`config.mk`:
```
export PLATFORM = sky130hd
export DESIGN_NAME = ftc_div
export DESIGN_NICKNAME = d
export VERILOG_FILES = /design/src/hw/rtl/ftc_div.sv
export SDC_FILE = /design/constraint.sdc
export NUM_CORES = 2
export LEC_CHECK = 0
export BUFFER_PORTS_ARGS = -buffer_cell sky130_fd_sc_hd__clkbuf_2
export CAP_MARGIN = 10
export CORE_MARGIN = 4
export CORE_UTILIZATION = 45
export CTS_CLUSTER_DIAMETER = 40
export DETAILED_ROUTE_END_ITERATION = 16
export SYNTH_ARGS = -nofsm -noshare
export SYNTH_HDL_FRONTEND = slang
export SYNTH_SLANG_ARGS = --single-unit
```
`constraint.sdc`:
```
create_clock -name clk_i -period 3.2 [get_ports clk_i]
set_input_delay 0.48 -clock clk_i [delete_from_list [all_inputs] [get_ports clk_i]]
set_output_delay 0.48 -clock clk_i [all_outputs]
set_load 0.05 [all_outputs]
```
`src/hw/rtl/ftc_div.sv`:
```
module ftc_div #(
  parameter int unsigned NumW = 32,
  parameter int unsigned DenW = 14,
  parameter int unsigned SideW = 1
) (
  input  logic             clk_i,
  input  logic             rst_ni,
  input  logic             en_i,
  input  logic             valid_i,
  input  logic [NumW-1:0]  num_i,
  input  logic [DenW-1:0]  den_i,
  input  logic [SideW-1:0] side_i,
  output logic             valid_o,
  output logic [NumW-1:0]  quo_o,
  output logic [DenW-1:0]  rem_o,
  output logic [SideW-1:0] side_o
);
  // one quotient bit per stage, restoring
  logic               v_q [NumW];
  logic [NumW-1:0]    n_q [NumW];
  logic [NumW-1:0]    q_q [NumW];
  logic [DenW-1:0]    r_q [NumW];
  logic [DenW-1:0]    d_q [NumW];
  logic [SideW-1:0]   s_q [NumW];

  for (genvar k = 0; k < NumW; k++) begin : g_st
    logic             v_in;
    logic [NumW-1:0]  n_in, q_in;
    logic [DenW-1:0]  r_in, d_in;
    logic [SideW-1:0] s_in;
    logic [DenW:0]    sh, df;

    if (k == 0) begin : g_head
      assign v_in = valid_i;
      assign n_in = num_i;
      assign q_in = '0;
      assign r_in = '0;
      assign d_in = den_i;
      assign s_in = side_i;
    end else begin : g_body
      assign v_in = v_q[k-1];
      assign n_in = n_q[k-1];
      assign q_in = q_q[k-1];
      assign r_in = r_q[k-1];
      assign d_in = d_q[k-1];
      assign s_in = s_q[k-1];
    end

    always_comb begin
      sh = {r_in, n_in[NumW-1-k]};
      df = sh - {1'b0, d_in};
    end
    always_ff @(posedge clk_i or negedge rst_ni) begin
      if (!rst_ni) begin
        v_q[k] <= 1'b0;
      end else if (en_i) begin
        v_q[k] <= v_in;
      end
    end
    always_ff @(posedge clk_i) begin
      if (en_i) begin
        n_q[k] <= n_in;
        d_q[k] <= d_in;
        s_q[k] <= s_in;
        if (sh >= {1'b0, d_in}) begin
          r_q[k] <= df[DenW-1:0];
          q_q[k] <= q_in | (NumW'(1) << (NumW-1-k));
        end else begin
          r_q[k] <= sh[DenW-1:0];
          q_q[k] <= q_in;
        end
      end
    end
  end

  assign valid_o = v_q[NumW-1];
  assign quo_o   = q_q[NumW-1];
  assign rem_o   = r_q[NumW-1];
  assign side_o  = s_q[NumW-1];
endmodule

```
==> results by stage <==
Global routing:
- The largest net degree at the start of global routing is 188.
- The number of global-route vias before repair is 49368.
- The first-pass GRT wire length is 269000 um.
- After global routing the overflow that remains totals 0.
- The number of antenna violations at the first check in global routing was 4.
- Across every metal layer, demand over resource in global routing totals 16.6%.

Die:
- The floorplan step defined a die boundary enclosing about 200000 um^2.
- The number of primary I/O pins is 99.
- The initialized floorplan defines 162 standard-cell rows.
- The placeable core area is 195000 um^2.
- The die is roughly 450 um tall.
- The width of the die is 450 um.
- The effective utilization at floorplan is 45.2%.

Place:
- The placed instances occupy a cell area of 91800 um^2.
- The placed wire-length estimate is 117000 um.
- The number of buffers inserted by port buffering is 98.
- Prior to clock tree synthesis, the placed netlist has a worst setup slack of 255 ps.
- Counting tap cells, the placed design contains a total of 8967 instances.
- The final weighted congestion in routability-driven placement is approximately 0.85.

Drt:
- Once detail routing completed, the nets flagged for antenna violations numbered 0.
- The detailed-route DRC error count is 0.
- The number of iterations in the first detailed-routing pass is 6.
- For this block, the initial DRC count from the detailed router was roughly 3600.
- The total via count in the routed design is 49481.
- The sum of routed wire length over all layers is 170000 um.
- The average routed wire per standard cell is 17.8 um.
- The per-cell via count in the routed design is 5.17.

Pwr:
- The switching power is 29.7 mW.
- For this design the static power due to leakage is 39.8 nW.
- The share of total power in the clock network is 34.4%.
- Dividing total power by cell area gives a power density of 942 nW/um^2.
- The sequential share of power is between 30% and 40%.
- The maximum ir drop on the vdd rail is between 0.4 and 0.5 mV.
- Net switching is 30.7% of the power.
- Cell internal power was estimated by the tool at 67.1 mW.
- The combinational group share of total power is 27.7%.

Setup path:
- STA classifies the critical path startpoint as a flip-flop.
- Data on the critical path arrives at its endpoint at 3670 ps.
- The category of cells accounting for the largest share of critical-path delay is compound AO/OA/AOI/OAI gates.
- The worst setup path is captured at a flip-flop.
- Traced cell by cell, the critical path runs through inv_1 -> ha_1 -> nand3_1 -> nor4_1 -> o21ai_0 -> o211a_1 -> o21ai_2 -> buf_4 -> nor2_1 -> a21oi_1.
- The highest-delay cell along the critical path is sky130_fd_sc_hd__nor4_1.
- The required time of the critical path is 3900 ps.
- In this run the critical register-to-register path is launched from d_q[1][63].
- The critical path contains buffers and inverters numbering 2 combined.
- In this run the worst setup path begins at d_q[1][63].
- The critical path in this run is classified as flip-flop to flip-flop.
- The maximum net fanout on the critical path is 14.
- The largest stage delay on the critical path is 450 ps.

Clock tree:
- The maximum root-to-sink buffer count is 4.
- In this run, CTS created clock tree buffers numbering between 300 and 400.
- For this design, the sink count on the clock tree is ~2000.
- After clock tree synthesis, the setup repair step added 0 buffers.
- The number of hold buffers added after CTS was 49.
- TritonCTS built the clock tree.
- The clock root buffer is sky130_fd_sc_hd__clkbuf_16.
- Clock-pin slew was measured on the worst setup and hold paths at 60 ps.
- The number of cells upsized or downsized after cts is 0.
- The clock latency of the later-clocked register in the worst-skew pair is between 900 and 1000 ps.
- The clock tree synthesis step divided the H-tree into 5 levels.

Finish:
- The number of inserted filler cells in the final layout is 16156.
- The sequential cell area is about 60000 um^2.
- The layout-stage area growth over the synthesis result is 16.7%.
- The post-layout instance area is 103000 um^2.
- The net count of the finished layout is between 7000 and 8000.
- The post-layout instance count excluding filler cells is 9566.
- The footprint of the multi-input gates is 25900 um^2.
- Cells with a size suffix above 1 make up 13.9% of the layout.

Job:
- Across the run, the number of max-cap violations was 0.

STA:
- Setup repair after global routing left no endpoint under its margin.
- The number of pins exceeding their max-slew limit in the final report was 0.
- The ratio of final minimum period to clock period is between 90 and 100%.
- Timing would allow up to 336 MHz.
- The shortest clock period the worst path allows after layout is 2970 ps.
- The tightest slew margin relative to the limit is 20.5%.
- For the pin with the worst max-slew slack, the measured transition is 1190 ps.
- In the post-route analysis, the smallest setup slack over all paths is 226 ps.
- Hold timing on the final database bottoms out at a slack of 78.5 ps.
- The number of setup violations in the final report is 0.
- The number of failing hold endpoints at the final stage came to 0.
- The sum of negative setup slack is 0 ps.
- Clock skew on the completed layout was measured at 74.2 ps.

Logic synthesis:
- The number of enable-type register cells in the synthesized netlist is a little under 2000.
- The share of flip-flops with an asynchronous set or reset is 1.62%.
- The synthesized net count is approximately 6800.
- The most instantiated flip-flop cell in the synthesis netlist is sky130_fd_sc_hd__edfxtp_1.
- The sequential area share after synthesis is around two thirds.
- Yosys attributes the largest share of cell area to sky130_fd_sc_hd__edfxtp_1 (66%), sky130_fd_sc_hd__ha_1 (6.2%), sky130_fd_sc_hd__inv_1 (2.6%).
- In this run, synthesis produced a sequential element count of 1970.
- Of all cell types, the one taking the most synthesized area is sky130_fd_sc_hd__edfxtp_1.
- After synthesis, the netlist uses 98 different library cells.
- The portion of synthesized cell area occupied by the leading cell type is 66.1%.
- The mean instance size in the synthesized netlist is around 14 um^2.
- The number of cells produced by synthesis is 6322.
- The cell area after synthesis is 88000 um^2.
- The Yosys step of the flow raised 0 warnings.

Hold path:
- The start point of the worst min-delay path is en_i.
- The path class of the tightest hold or removal check is input pin to flip-flop.

Outcome:
- The flow ran to the end, and the final reports show no timing, DRC or antenna violations.
cell usage in the layout (no fill, tap or decap), types with 31 or more instances in the layout:
master,instances
sky130_fd_sc_hd__edfxtp_1,1938
sky130_fd_sc_hd__inv_1,621
sky130_fd_sc_hd__nor2_1,460
sky130_fd_sc_hd__ha_1,436
sky130_fd_sc_hd__a21oi_1,387
sky130_fd_sc_hd__clkbuf_16,320
sky130_fd_sc_hd__nand2_1,270
sky130_fd_sc_hd__o21ai_0,223
sky130_fd_sc_hd__a21o_1,152
sky130_fd_sc_hd__mux2_2,144
sky130_fd_sc_hd__xnor2_1,139
sky130_fd_sc_hd__o21a_1,108
sky130_fd_sc_hd__xor2_1,106
sky130_fd_sc_hd__clkbuf_2,97
sky130_fd_sc_hd__nor3_1,83
sky130_fd_sc_hd__nand3_1,72
sky130_fd_sc_hd__buf_4,71
sky130_fd_sc_hd__nor2b_1,61
sky130_fd_sc_hd__or3_1,56
sky130_fd_sc_hd__nand4_1,53
sky130_fd_sc_hd__a211oi_1,50
sky130_fd_sc_hd__o31ai_1,49
sky130_fd_sc_hd__dlygate4sd3_1,49
sky130_fd_sc_hd__a21boi_0,48
sky130_fd_sc_hd__inv_6,48
sky130_fd_sc_hd__nand2b_1,45
sky130_fd_sc_hd__o211ai_1,36
sky130_fd_sc_hd__a31oi_1,35
sky130_fd_sc_hd__and3_1,34
sky130_fd_sc_hd__bufinv_16,34
sky130_fd_sc_hd__clkinv_2,32
sky130_fd_sc_hd__dfrtp_1,32
sky130_fd_sc_hd__fa_1,31
metal layers:
layer  part of all wire [%]  track usage (%)  wire length, um
met4                    4.2             7.28             7210
met5                      0                0                0
met2                     47             27.2            80700
met1                     44             21.8            75000
met3                    4.2             2.77             7070
power groups by stage:
| stage | clock, mW | sequential (mW) | combinational [mW] |
|---|---|---|---|
| after global placement | 0 | 37.2 | 26.4 |
| after global routing | 35.5 | 37.1 | 30.1 |
| after detailed placement | 0 | 37.2 | 26.5 |
| after floorplan | 0 | 36.2 | 20.6 |
| final | 33.3 | 36.7 | 26.8 |
| after CTS | 34.2 | 36.8 | 26.8 |
flip-flops by register name, summed over array words and instances, names as in the netlist:
register and cells:
r_q 448, n_q 496, d_q 434, valid_o 1, s_q 32, g_st.v_in 31
q_q 528
through the flow:
step           total power, mW  util, %
2_1_floorplan             56.8        -
3_3_place_gp              63.6     47.1
3_5_place_dp              63.7     47.1
4_1_cts                   97.9     52.8
5_1_grt                    103     52.8
6_report                  96.8     52.8
worst paths after layout:
path | endpoint | slack [ps] | cells past startpoint
hold / removal | r_q[0][128] | 80 | 2
setup reg to reg | r_q[1][72] | 230 | 10
max in group asynchronous | g_st[12].v_in | 2510 | 2
setup / recovery | r_q[1][72] | 230 | 10
min in group asynchronous | g_st[5].v_in | 190 | 2
hold reg to reg | n_q[1][132] | 350 | 0
synthesized netlist by cell type, types with 106 or more instances:
cell / count
sky130_fd_sc_hd__mux2_2: 144
sky130_fd_sc_hd__xnor2_1: 139
sky130_fd_sc_hd__nand2_1: 270
sky130_fd_sc_hd__o21ai_0: 223
sky130_fd_sc_hd__edfxtp_1: 1938
sky130_fd_sc_hd__o21a_1: 108
sky130_fd_sc_hd__a21oi_1: 387
sky130_fd_sc_hd__inv_1: 621
sky130_fd_sc_hd__xor2_1: 106
sky130_fd_sc_hd__a21o_1: 152
sky130_fd_sc_hd__ha_1: 436
sky130_fd_sc_hd__nor2_1: 460
layout make-up:
type,count,area share (%)
clock inverter,212,2.31
sequential,1970,57.4
tap,2624,3.19
antenna,1,0.00243
inverter,623,2.28
timing repair buffer,232,1.76
multi-input combinational,3567,25.2
clock buffer,337,7.85
logic make-up after synthesis:
| kind of cell | Yosys count | synth area share, % |
|---|---|---|
| XOR/XNOR | 245 | 2.44 |
| flip-flops | 1970 | 67.0 |
| buffers and inverters | 785 | 3.58 |
| adder cells (fa/ha/maj) | 467 | 6.90 |
| multiplexers | 184 | 2.36 |
| AO/OA/AOI/OAI | 1424 | 11.0 |
| AND/OR/NAND/NOR | 1247 | 6.70 |
No activity file was read; power rests on OpenSTA's default activity.
