===== config.mk =====
export PLATFORM = sky130hd
export DESIGN_NAME = ftc_regs
export DESIGN_NICKNAME = d
export VERILOG_FILES = /design/src/hw/rtl/ftc_pkg.sv /design/src/hw/rtl/ftc_regs.sv
export SDC_FILE = /design/constraint.sdc
export NUM_CORES = 1
export LEC_CHECK = 0
export ABC_CLOCK_PERIOD_IN_PS = 1200
export BUFFER_PORTS_ARGS = -buffer_cell sky130_fd_sc_hd__buf_2
export CAP_MARGIN = 25
export CORE_MARGIN = 4
export CORE_UTILIZATION = 34
export DETAILED_ROUTE_END_ITERATION = 10
export PLACE_DENSITY = 0.79
export SLEW_MARGIN = 40
export SYNTH_ARGS = -nofsm -noshare
export SYNTH_HDL_FRONTEND = slang
export SYNTH_SLANG_ARGS = --single-unit

===== constraint.sdc =====
create_clock -name clk_i -period 1.2 [get_ports clk_i]
set_clock_uncertainty 0.15 [all_clocks]
set_input_delay 0.12 -clock clk_i [delete_from_list [all_inputs] [get_ports clk_i]]
set_output_delay 0.12 -clock clk_i [all_outputs]
set_load 0.1 [all_outputs]

===== src/hw/rtl/ftc_pkg.sv =====
package ftc_pkg;
  localparam int unsigned FrameBitsDef = 32;
  localparam int unsigned RateW = 7;
  localparam int unsigned DropsW = 4;
  localparam int unsigned AddrW = 4;
  localparam logic [AddrW-1:0] AddrRate  = 4'h0;
  localparam logic [AddrW-1:0] AddrDrop  = 4'h4;
  localparam logic [AddrW-1:0] AddrDrops = 4'h8;

  typedef struct packed {
    logic [RateW-1:0]  rate;
    logic              drop_en;
    logic [DropsW-1:0] drops;
  } cfg_t;
endpackage


===== src/hw/rtl/ftc_regs.sv =====
module ftc_regs (
  input  logic                       clk_i,
  input  logic                       rst_ni,
  input  logic                       psel,
  input  logic                       penable,
  input  logic                       pwrite,
  input  logic [ftc_pkg::AddrW-1:0]  paddr,
  input  logic [31:0]                pwdata,
  output logic [31:0]                prdata,
  output logic                       pready,
  output ftc_pkg::cfg_t              cfg_o
);
  import ftc_pkg::*;
  cfg_t cfg_q;

  always_ff @(posedge clk_i or negedge rst_ni) begin
    if (!rst_ni) begin
      cfg_q <= '{rate: RateW'(30), drop_en: 1'b0, drops: DropsW'(2)};
    end else if (psel && penable && pwrite) begin
      case (paddr)
        AddrRate:  cfg_q.rate    <= pwdata[RateW-1:0];
        AddrDrop:  cfg_q.drop_en <= pwdata[0];
        AddrDrops: cfg_q.drops   <= pwdata[DropsW-1:0];
        default: ;
      endcase
    end
  end

  always_comb begin
    case (paddr)
      AddrRate:  prdata = {25'd0, cfg_q.rate};
      AddrDrop:  prdata = {31'd0, cfg_q.drop_en};
      AddrDrops: prdata = {28'd0, cfg_q.drops};
      default:   prdata = '0;
    endcase
  end

  assign pready = 1'b1;
  assign cfg_o  = cfg_q;
endmodule


==> reports/results.txt, run 1 <==
Hold path depth: 3
Hold Path Origin: penable
Number of global-route vias before repair: 714
Critical Path Stages: 2
Fillers: 159
DP HPWL: 1.71 mm
Clk Tree Root Cell: clkbuf_4
CTS buffer count: 3
Final Wtd Congestion: 0.675
Largest net degree at the start of global routing: 13
Post-synth top flop: dfrtp_1
Area grow syn2layout: 99.4%
Inst Count DP: 137
Max Slew Vio Count: 0
Drt wl/cell: 16.0 um
Initial detailed-routing violation count: 20
Yosys warnings: 0
Die height: 56.5 um
Peak VDD IR: 1.12 mV
Tcrit/Tclk final: 125%
Post-synth design cell area: 801 sq um
RSZ-0062 raised after global routing: true
Clk_lat worst skew: 0.28 ns
CTS tree: built
Hold crit path type: in -> reg
Number of synthesized register bits: 12
Max-cap violation count: 0
CP Launch Type: register
Crit path DAT: 1.23 ns
Horiz. Die Dim: 56.5 um
Sequential-to-total area share from yosys stat: 38.3%
Top cells by count, synth: buf_4 (26), mux2_2 (12), dfrtp_1 (7)
Violated checks: negative setup slack
Reg-to-Reg End: cfg_o[10]
Most frequent cell after synthesis: buf_4
Max FFs per register: 12
RR Startpoint: cfg_o[10]
Remaining DRCs: 0
Critical Path Sink Type: output port
Hold Path End: cfg_o[4]
Post-layout nets: 170
Initial Util: 35.9%
Crit Path Class: reg -> out
Minimum clock period: 1.50 ns
Post-route ant nets: 0
Htree depth: 1
Clock sink count: 12
# diodes: 0
Max incr delay on CP: 0.64 ns
Max FO, Critical Path: 3
Site row count: 17
Fraction of registers with async set/reset: 100%
IO Count: 86
I/O Buffers: 34
Core Region: 2230 sq um
DRT Pass-1 Iters: 4
Worst Slack Setup Final: -0.302 ns
Setup TNS: -3.04 ns
Share of the core filled with cells: 71.5%
Reg-to-reg slack, setup: 0.01 ns
P_leak: 0.754 nW
Final hold vios: 0
Total global routing overflow: 0
CP Data Required Time: 0.93 ns
Synth top area cells: buf_4 (24%), dfrtp_1 (22%), mux2_2 (17%)
Netlist cell types: 15
Number of synthesized flops with an enable pin: 0
Final setup viols: 19
Fmax: 666 MHz
DR vias/cell: 4.33
DIE AREA: 3200 sq um
Top Family by Delay on Critical Path: flip-flops
First-pass GRT wire length: 3.66 mm
Initial antenna violation count: 0
Status: finished, violations left
Leading area contributor after synthesis: buf_4
Synth top area share: 24.4%
Via count: 676
Worst-path cell chain: and2_4 -> buf_12
Longest Clk Path Bufs: 2
CP max-delay cell: dfstp_4
CTS clk-pin slew, worst paths: 0.08 ns
CP bufs+invs: 1
Mapped Cells: 68
Syn_area_per_cell: 11.8 sq um
Final WL: 2.50 mm
PwrDens: 1430 nW/um^2
Tot GR Track Use: 15.2%
Fin cells: 156
R2R cell count: 3
Layout cell share with drive strength beyond 1: 70.3%
worst reg2reg max path, stage by stage, from the launching register on:
cell and delay (ns):
dfrtp_2 0.43, buf_6 0.13, buf_4 0.12, mux2_4 0.26
layer usage:
| layer | share of wire, % | routed length, um | GRT usage, % |
|---|---|---|---|
| met1 | 35 | 880 | 16.1 |
| met2 | 58 | 1450 | 29.4 |
| met3 | 6.2 | 156 | 3.68 |
| met4 | 0.84 | 21 | 4.07 |
| met5 | 0 | 0 | 0 |
per-stage QoR:
stage	setup slack (ns)	area [sq um]	total power, mW	hold slack, ns
3_3_place_gp	-0.278	1340	1.80	-0.155
3_5_place_dp	-0.312	1340	1.82	-0.136
5_1_grt	-0.329	1600	2.34	0.0682
2_1_floorplan	-0.309	982	1.50	-0.326
6_report	-0.302	1600	2.28	0.0777
4_1_cts	-0.298	1550	2.23	0.0472
report_power, final:
part / total, mW / internal (mW) / switching (mW)
registers: 0.565 / 0.496 / 0.0687
clock network: 0.331 / 0.185 / 0.147
logic: 1.38 / 0.445 / 0.935
total: 2.28 / 1.13 / 1.15
logic make-up after synthesis:
group                  Yosys count  synth area share (%)
flip-flops                      12                  38.3
buffers and inverters           27                  25.8
other                            2                 0.938
multiplexers                    12                  16.9
AO/OA/AOI/OAI                    4                  4.69
AND/OR/NAND/NOR                 11                  13.4
cell type report:
cell class | count | area (sq um) | share of cell area (%)
timing repair buffer | 59 | 731 | 45.8
multi-input combinational | 53 | 460 | 28.8
sequential | 12 | 334 | 20.9
clock buffer | 4 | 36.3 | 2.27
tap | 28 | 35.0 | 2.19
cell usage in the layout, fill, tap and decap left out, drive strengths merged, types with 3 or more instances in the layout:
cell / count
mux2: 12
conb: 26
a22o: 3
clkbuf: 4
buf: 51
and2: 3
dfrtp: 7
dfstp: 5
dlygate4sd3: 8
worst max-delay path by stage:
stage | slack (ns) | endpoint | startpoint
6_report | -0.30 | prdata[4] | cfg_o[9]
5_1_grt | -0.33 | prdata[1] | cfg_o[6]
4_1_cts | -0.30 | prdata[1] | cfg_o[1]
3_5_place_dp | -0.31 | cfg_o[5] | paddr[3]
3_3_place_gp | -0.28 | cfg_o[5] | paddr[3]
2_1_floorplan | -0.31 | prdata[5] | cfg_o[10]
repair_timing:
item | 4_1_cts | 5_1_grt
setup endpoints to repair | 21 | 27
setup buffers | 4 | 4
pin swaps | 8 | 4
hold endpoints to repair | 24 | 0
gates resized for setup | 17 | 9
hold buffers | 8 | 0
(Power assumes the default switching activity.)
==> inputs of run 2 (changes only) <==
--- a/config.mk
+++ b/config.mk
@@ -9,9 +9,8 @@
 export BUFFER_PORTS_ARGS = -buffer_cell sky130_fd_sc_hd__buf_2
 export CAP_MARGIN = 25
 export CORE_MARGIN = 4
-export CORE_UTILIZATION = 34
+export CORE_UTILIZATION = 25
 export DETAILED_ROUTE_END_ITERATION = 10
-export PLACE_DENSITY = 0.79
 export SLEW_MARGIN = 40
 export SYNTH_ARGS = -nofsm -noshare
 export SYNTH_HDL_FRONTEND = slang
==> run 2 against run 1 <==
Critical path depth did not move. The run still ends with negative setup slack left. Clock power fell by 4%. Count of clock-buffer cells in the layout did not move. Fmax rose by 0.98%. Via count fell by 4.1%.
==> reports/results.txt, run 2 (synthesis results as in run 1) <==
Total global routing overflow: 0
I/O Buffers: 34
Final Wtd Congestion: 0.607
Commonest cells after routing, fill and taps aside: conb_1 (26), buf_12 (20), buf_6 (13)
Max FFs per register: 12
Max Slew Vio Count: 0
CTS tree: built
Final hold vios: 0
Initial Util: 26.2%
Hold crit path type: in -> reg
Initial detailed-routing violation count: 2
Crit Path Class: reg -> out
Reg-to-reg slack, setup: 0.02 ns
Post-layout nets: 170
P_leak: 0.757 nW
Violated checks: negative setup slack
RSZ-0062 raised after global routing: true
Setup TNS: -2.94 ns
Max-cap violation count: 0
Fin cells: 172
Fillers: 269
Tcrit/Tclk final: 124%
Largest net degree at the start of global routing: 13
DIE AREA: 4170 sq um
Crit path DAT: 1.22 ns
Reg-to-Reg End: cfg_o[0]
Layout cell share with drive strength beyond 1: 71.9%
Inst Count DP: 155
Htree depth: 1
WL met2: 1.22 mm
Worst Slack Setup Final: -0.288 ns
Longest Clk Path Bufs: 2
First-pass GRT wire length: 3.36 mm
R2R cell count: 3
DRT Pass-1 Iters: 2
Most common cell after layout, fill and taps aside: conb_1
IO Count: 86
Horiz. Die Dim: 64.6 um
Drt wl/cell: 12.7 um
Tot GR Track Use: 10.7%
Number of global-route vias before repair: 674
Critical path launch point: cfg_o[9]
Clk_lat worst skew: 0.26 ns
Final setup viols: 19
Minimum clock period: 1.49 ns
Area grow syn2layout: 105%
Site row count: 20
Initial antenna violation count: 0
Core Region: 3050 sq um
CP Launch Type: register
Clk Tree Root Cell: clkbuf_4
# diodes: 0
PwrDens: 1370 nW/um^2
Critical Path Sink Type: output port
Via count: 648
Hold path depth: 3
Top Layer Used: met4
Max FO, Critical Path: 3
CP Data Required Time: 0.93 ns
DR vias/cell: 3.77
DP HPWL: 1.68 mm
Met3 WL: 157 um
CTS buffer count: 3
Die height: 64.6 um
Met1 WL: 798 um
Status: finished, violations left
Worst setup endpoint: prdata[4]
Peak VDD IR: 0.558 mV
Total Power: 2.25 mW
RR Startpoint: cfg_o[0]
Final WL: 2.19 mm
Post-route ant nets: 0
Remaining DRCs: 0
CTS clk-pin slew, worst paths: 0.08 ns
Clock sink count: 12
Fmax: 672 MHz
==> run 2: worst min-delay path by stage <==
stage,from,end,slack (ns)
6_report,penable,cfg_o[4],0.07
5_1_grt,penable,cfg_o[4],0.07
4_1_cts,penable,cfg_o[4],0.05
3_5_place_dp,rst_ni,cfg_o[11],-0.14
3_3_place_gp,rst_ni,cfg_o[10],-0.15
2_1_floorplan,rst_ni,cfg_o[0],-0.33
==> run 2: layout make-up <==
cell class | count | area [sq um] | share of cell area, %
repair buffers | 59 | 747 | 45.5
multi-input cells | 53 | 469 | 28.6
flip-flops and latches | 12 | 334 | 20.4
well taps | 44 | 55.1 | 3.35
clock buffers | 4 | 36.3 | 2.21
==> run 2: per-stage QoR <==
stage	hold slack (ns)	cell area (sq um)	setup WS (ns)	utilization, %
floorplan	-0.326	982	-0.309	-
global placement	-0.146	1380	-0.286	45.1
detailed placement	-0.136	1380	-0.288	45.1
CTS	0.0508	1590	-0.292	52.0
global route	0.0700	1640	-0.313	53.8
finish	0.0688	1640	-0.288	53.8
==> run 2: repair_timing <==
action / 4_1_cts / 5_1_grt
setup endpoints to repair: 17 / 28
hold buffers: 8 / 0
pin swaps: 6 / 5
resized for setup: 15 / 15
setup buffers: 4 / 2
hold endpoints to repair: 24 / 0
==> run 2: routing by layer <==
layer / vias to the layer above / GRT usage, %
met5: - / 0
met4: 0 / 3.96
met3: 2 / 3.29
met2: 27 / 19.2
met1: 315 / 11.9
li1: 304 / -
==> run 2: critical path, cell delays in order, from the launching register on <==
cell and delay (ns):
dfstp_4 0.63, and2_4 0.15, buf_12 0.16
==> run 2: report_power, final <==
| group | switching [mW] | internal [mW] | total (mW) |
|---|---|---|---|
| logic | 0.930 | 0.451 | 1.38 |
| clock network | 0.133 | 0.184 | 0.317 |
| registers | 0.0605 | 0.496 | 0.556 |
==> inputs of run 3 (changes only) <==
--- a/config.mk
+++ b/config.mk
@@ -11,7 +11,9 @@
 export CORE_MARGIN = 4
 export CORE_UTILIZATION = 25
 export DETAILED_ROUTE_END_ITERATION = 10
-export SLEW_MARGIN = 40
+export GPL_ROUTABILITY_DRIVEN = 0
+export PLACE_DENSITY = 0.72
+export SLEW_MARGIN = 25
 export SYNTH_ARGS = -nofsm -noshare
 export SYNTH_HDL_FRONTEND = slang
 export SYNTH_SLANG_ARGS = --single-unit
==> run 3 against run 2 <==
The flow still finishes with violations (negative setup slack). Register-to-register slack barely moved. Flip-flop and latch count is the same. Non-clock buffer count shrank 1. Die area is the same. Final cell count is 0.58% lower. Hold slack better by 0.0094 ns. Clock power increased by 5%. Critical path depth is the same. Combinational power barely moved. Worst setup slack worse by 0.0085 ns. Routed wire length grew 5.7%. Count of clock-buffer cells in the layout unchanged. Largest cell class unchanged.
==> reports/results.txt, run 3 (synthesis results as in run 1) <==
Post-route ant nets: 0
PwrDens: 1390 nW/um^2
Clock sink count: 12
First-pass GRT wire length: 3.46 mm
Crit Path Class: reg -> out
Critical Path Sink Type: output port
Site row count: 20
R2R cell count: 3
CP Launch Type: register
Status: finished, violations left
DRT Pass-1 Iters: 4
Dpl ws: -0.339 ns
Max incr delay on CP: 0.63 ns
CTS buffer count: 3
Tot GR Track Use: 11.0%
Violated checks: negative setup slack
Most common cell after layout, fill and taps aside: conb_1
RSZ-0062 raised after global routing: true
Commonest cells after routing, fill and taps aside: conb_1 (26), buf_12 (21), buf_2 (13)
CTS clk-pin slew, worst paths: 0.09 ns
DP HPWL: 1.84 mm
P_leak: 0.749 nW
Die height: 64.6 um
Max FFs per register: 12
Final setup viols: 18
Final WL: 2.32 mm
Minimum clock period: 1.50 ns
CP max-delay cell: dfstp_4
DIE AREA: 4170 sq um
Drt wl/cell: 13.5 um
Setup TNS: -3.01 ns
IO Count: 86
Core Region: 3050 sq um
Remaining DRCs: 0
Peak VDD IR: 0.785 mV
Tcrit/Tclk final: 125%
CP Data Required Time: 0.93 ns
Area grow syn2layout: 103%
Max FO, Critical Path: 3
Via count: 658
Final hold vios: 0
Htree depth: 1
DR vias/cell: 3.85
Largest net degree at the start of global routing: 13
Critical Path Stages: 2
Top Family by Delay on Critical Path: flip-flops
Horiz. Die Dim: 64.6 um
Clk_lat worst skew: 0.28 ns
Number of global-route vias before repair: 721
Clk Tree Root Cell: clkbuf_4
Initial antenna violation count: 0
Hold path depth: 3
Total global routing overflow: 0
CP bufs+invs: 1
Max-cap violation count: 0
Longest Clk Path Bufs: 2
Post-layout nets: 169
Worst-path cell chain: and2_4 -> buf_12
Hold crit path type: in -> reg
CTS tree: built
Worst Slack Setup Final: -0.296 ns
Inst Count DP: 156
Hold WS: 0.0783 ns
Fmax: 668 MHz
# diodes: 0
Max Slew Vio Count: 0
I/O Buffers: 34
Layout cell share with drive strength beyond 1: 70.9%
Crit path DAT: 1.23 ns
Initial detailed-routing violation count: 20
Fin cells: 171
Initial Util: 26.2%
run 3: cell types whose count changed in the layout (fill, tap and decap cells not counted):
cell     before  now
nor4b_2       1    0
nor4b_1       0    1
buf_2        12   13
buf_12       20   21
buf_6        13   11
buf_8         2    1
run 3: metal layers:
| metal | part of all wire [%] | wire (um) | track usage [%] |
|---|---|---|---|
| met3 | 5.1 | 118 | 3.12 |
| met4 | 1.2 | 27 | 3.17 |
| met1 | 33 | 770 | 10.6 |
| met5 | 0 | 0 | 0 |
| met2 | 60 | 1400 | 22.2 |
run 3: path summary, 6_finish.rpt:
path / start / endpoint / slack (ns)
setup / recovery: cfg_o[9] / prdata[4] / -0.30
hold / removal: penable / cfg_o[4] / 0.08
setup reg to reg: cfg_o[11] / cfg_o[11] / 0.02
hold reg to reg: cfg_o[5] / cfg_o[5] / 0.44
max in group asynchronous: rst_ni / cfg_o[7] / 0.50
min in group asynchronous: rst_ni / cfg_o[0] / 0.11
run 3: cell type report:
type                            count  area [sq um]
Clock buffer                        4          36.3
Fill cell                         268          1430
Multi-Input combinational cell     53           463
Sequential cell                    12           334
Tap cell                           44          55.1
Timing Repair Buffer               58           734
run 3: power by group:
part | switching [mW] | internal, mW | total [mW] | leakage [nW]
logic | 0.926 | 0.435 | 1.36 | 0.589
registers | 0.0682 | 0.496 | 0.564 | 0.139
clock network | 0.147 | 0.184 | 0.332 | 0.0210
run 3: worst min-delay path: stages:
cell and delay, ns:
buf_2 0.11, nand4_1 0.08, mux2_2 0.16
run 3: stage by stage:
| stage | area (sq um) | utilization, % | power (mW) |
|---|---|---|---|
| final | 1620 | 53.2 | 2.26 |
| after global routing | 1620 | 53.2 | 2.32 |
| after CTS | 1620 | 52.9 | 2.26 |
| after detailed placement | 1410 | 46.1 | 1.85 |
| after global placement | 1410 | 46.1 | 1.83 |
| after floorplan | 982 | - | 1.50 |
run 3: what timing repair did:
action                                  CTS  global route
hold endpoints to repair                 24             0
setup buffers                             2             2
gates resized for setup                  22             1
endpoints found under the setup margin   23            26
pin swaps                                 8             2
hold buffers                              8             0
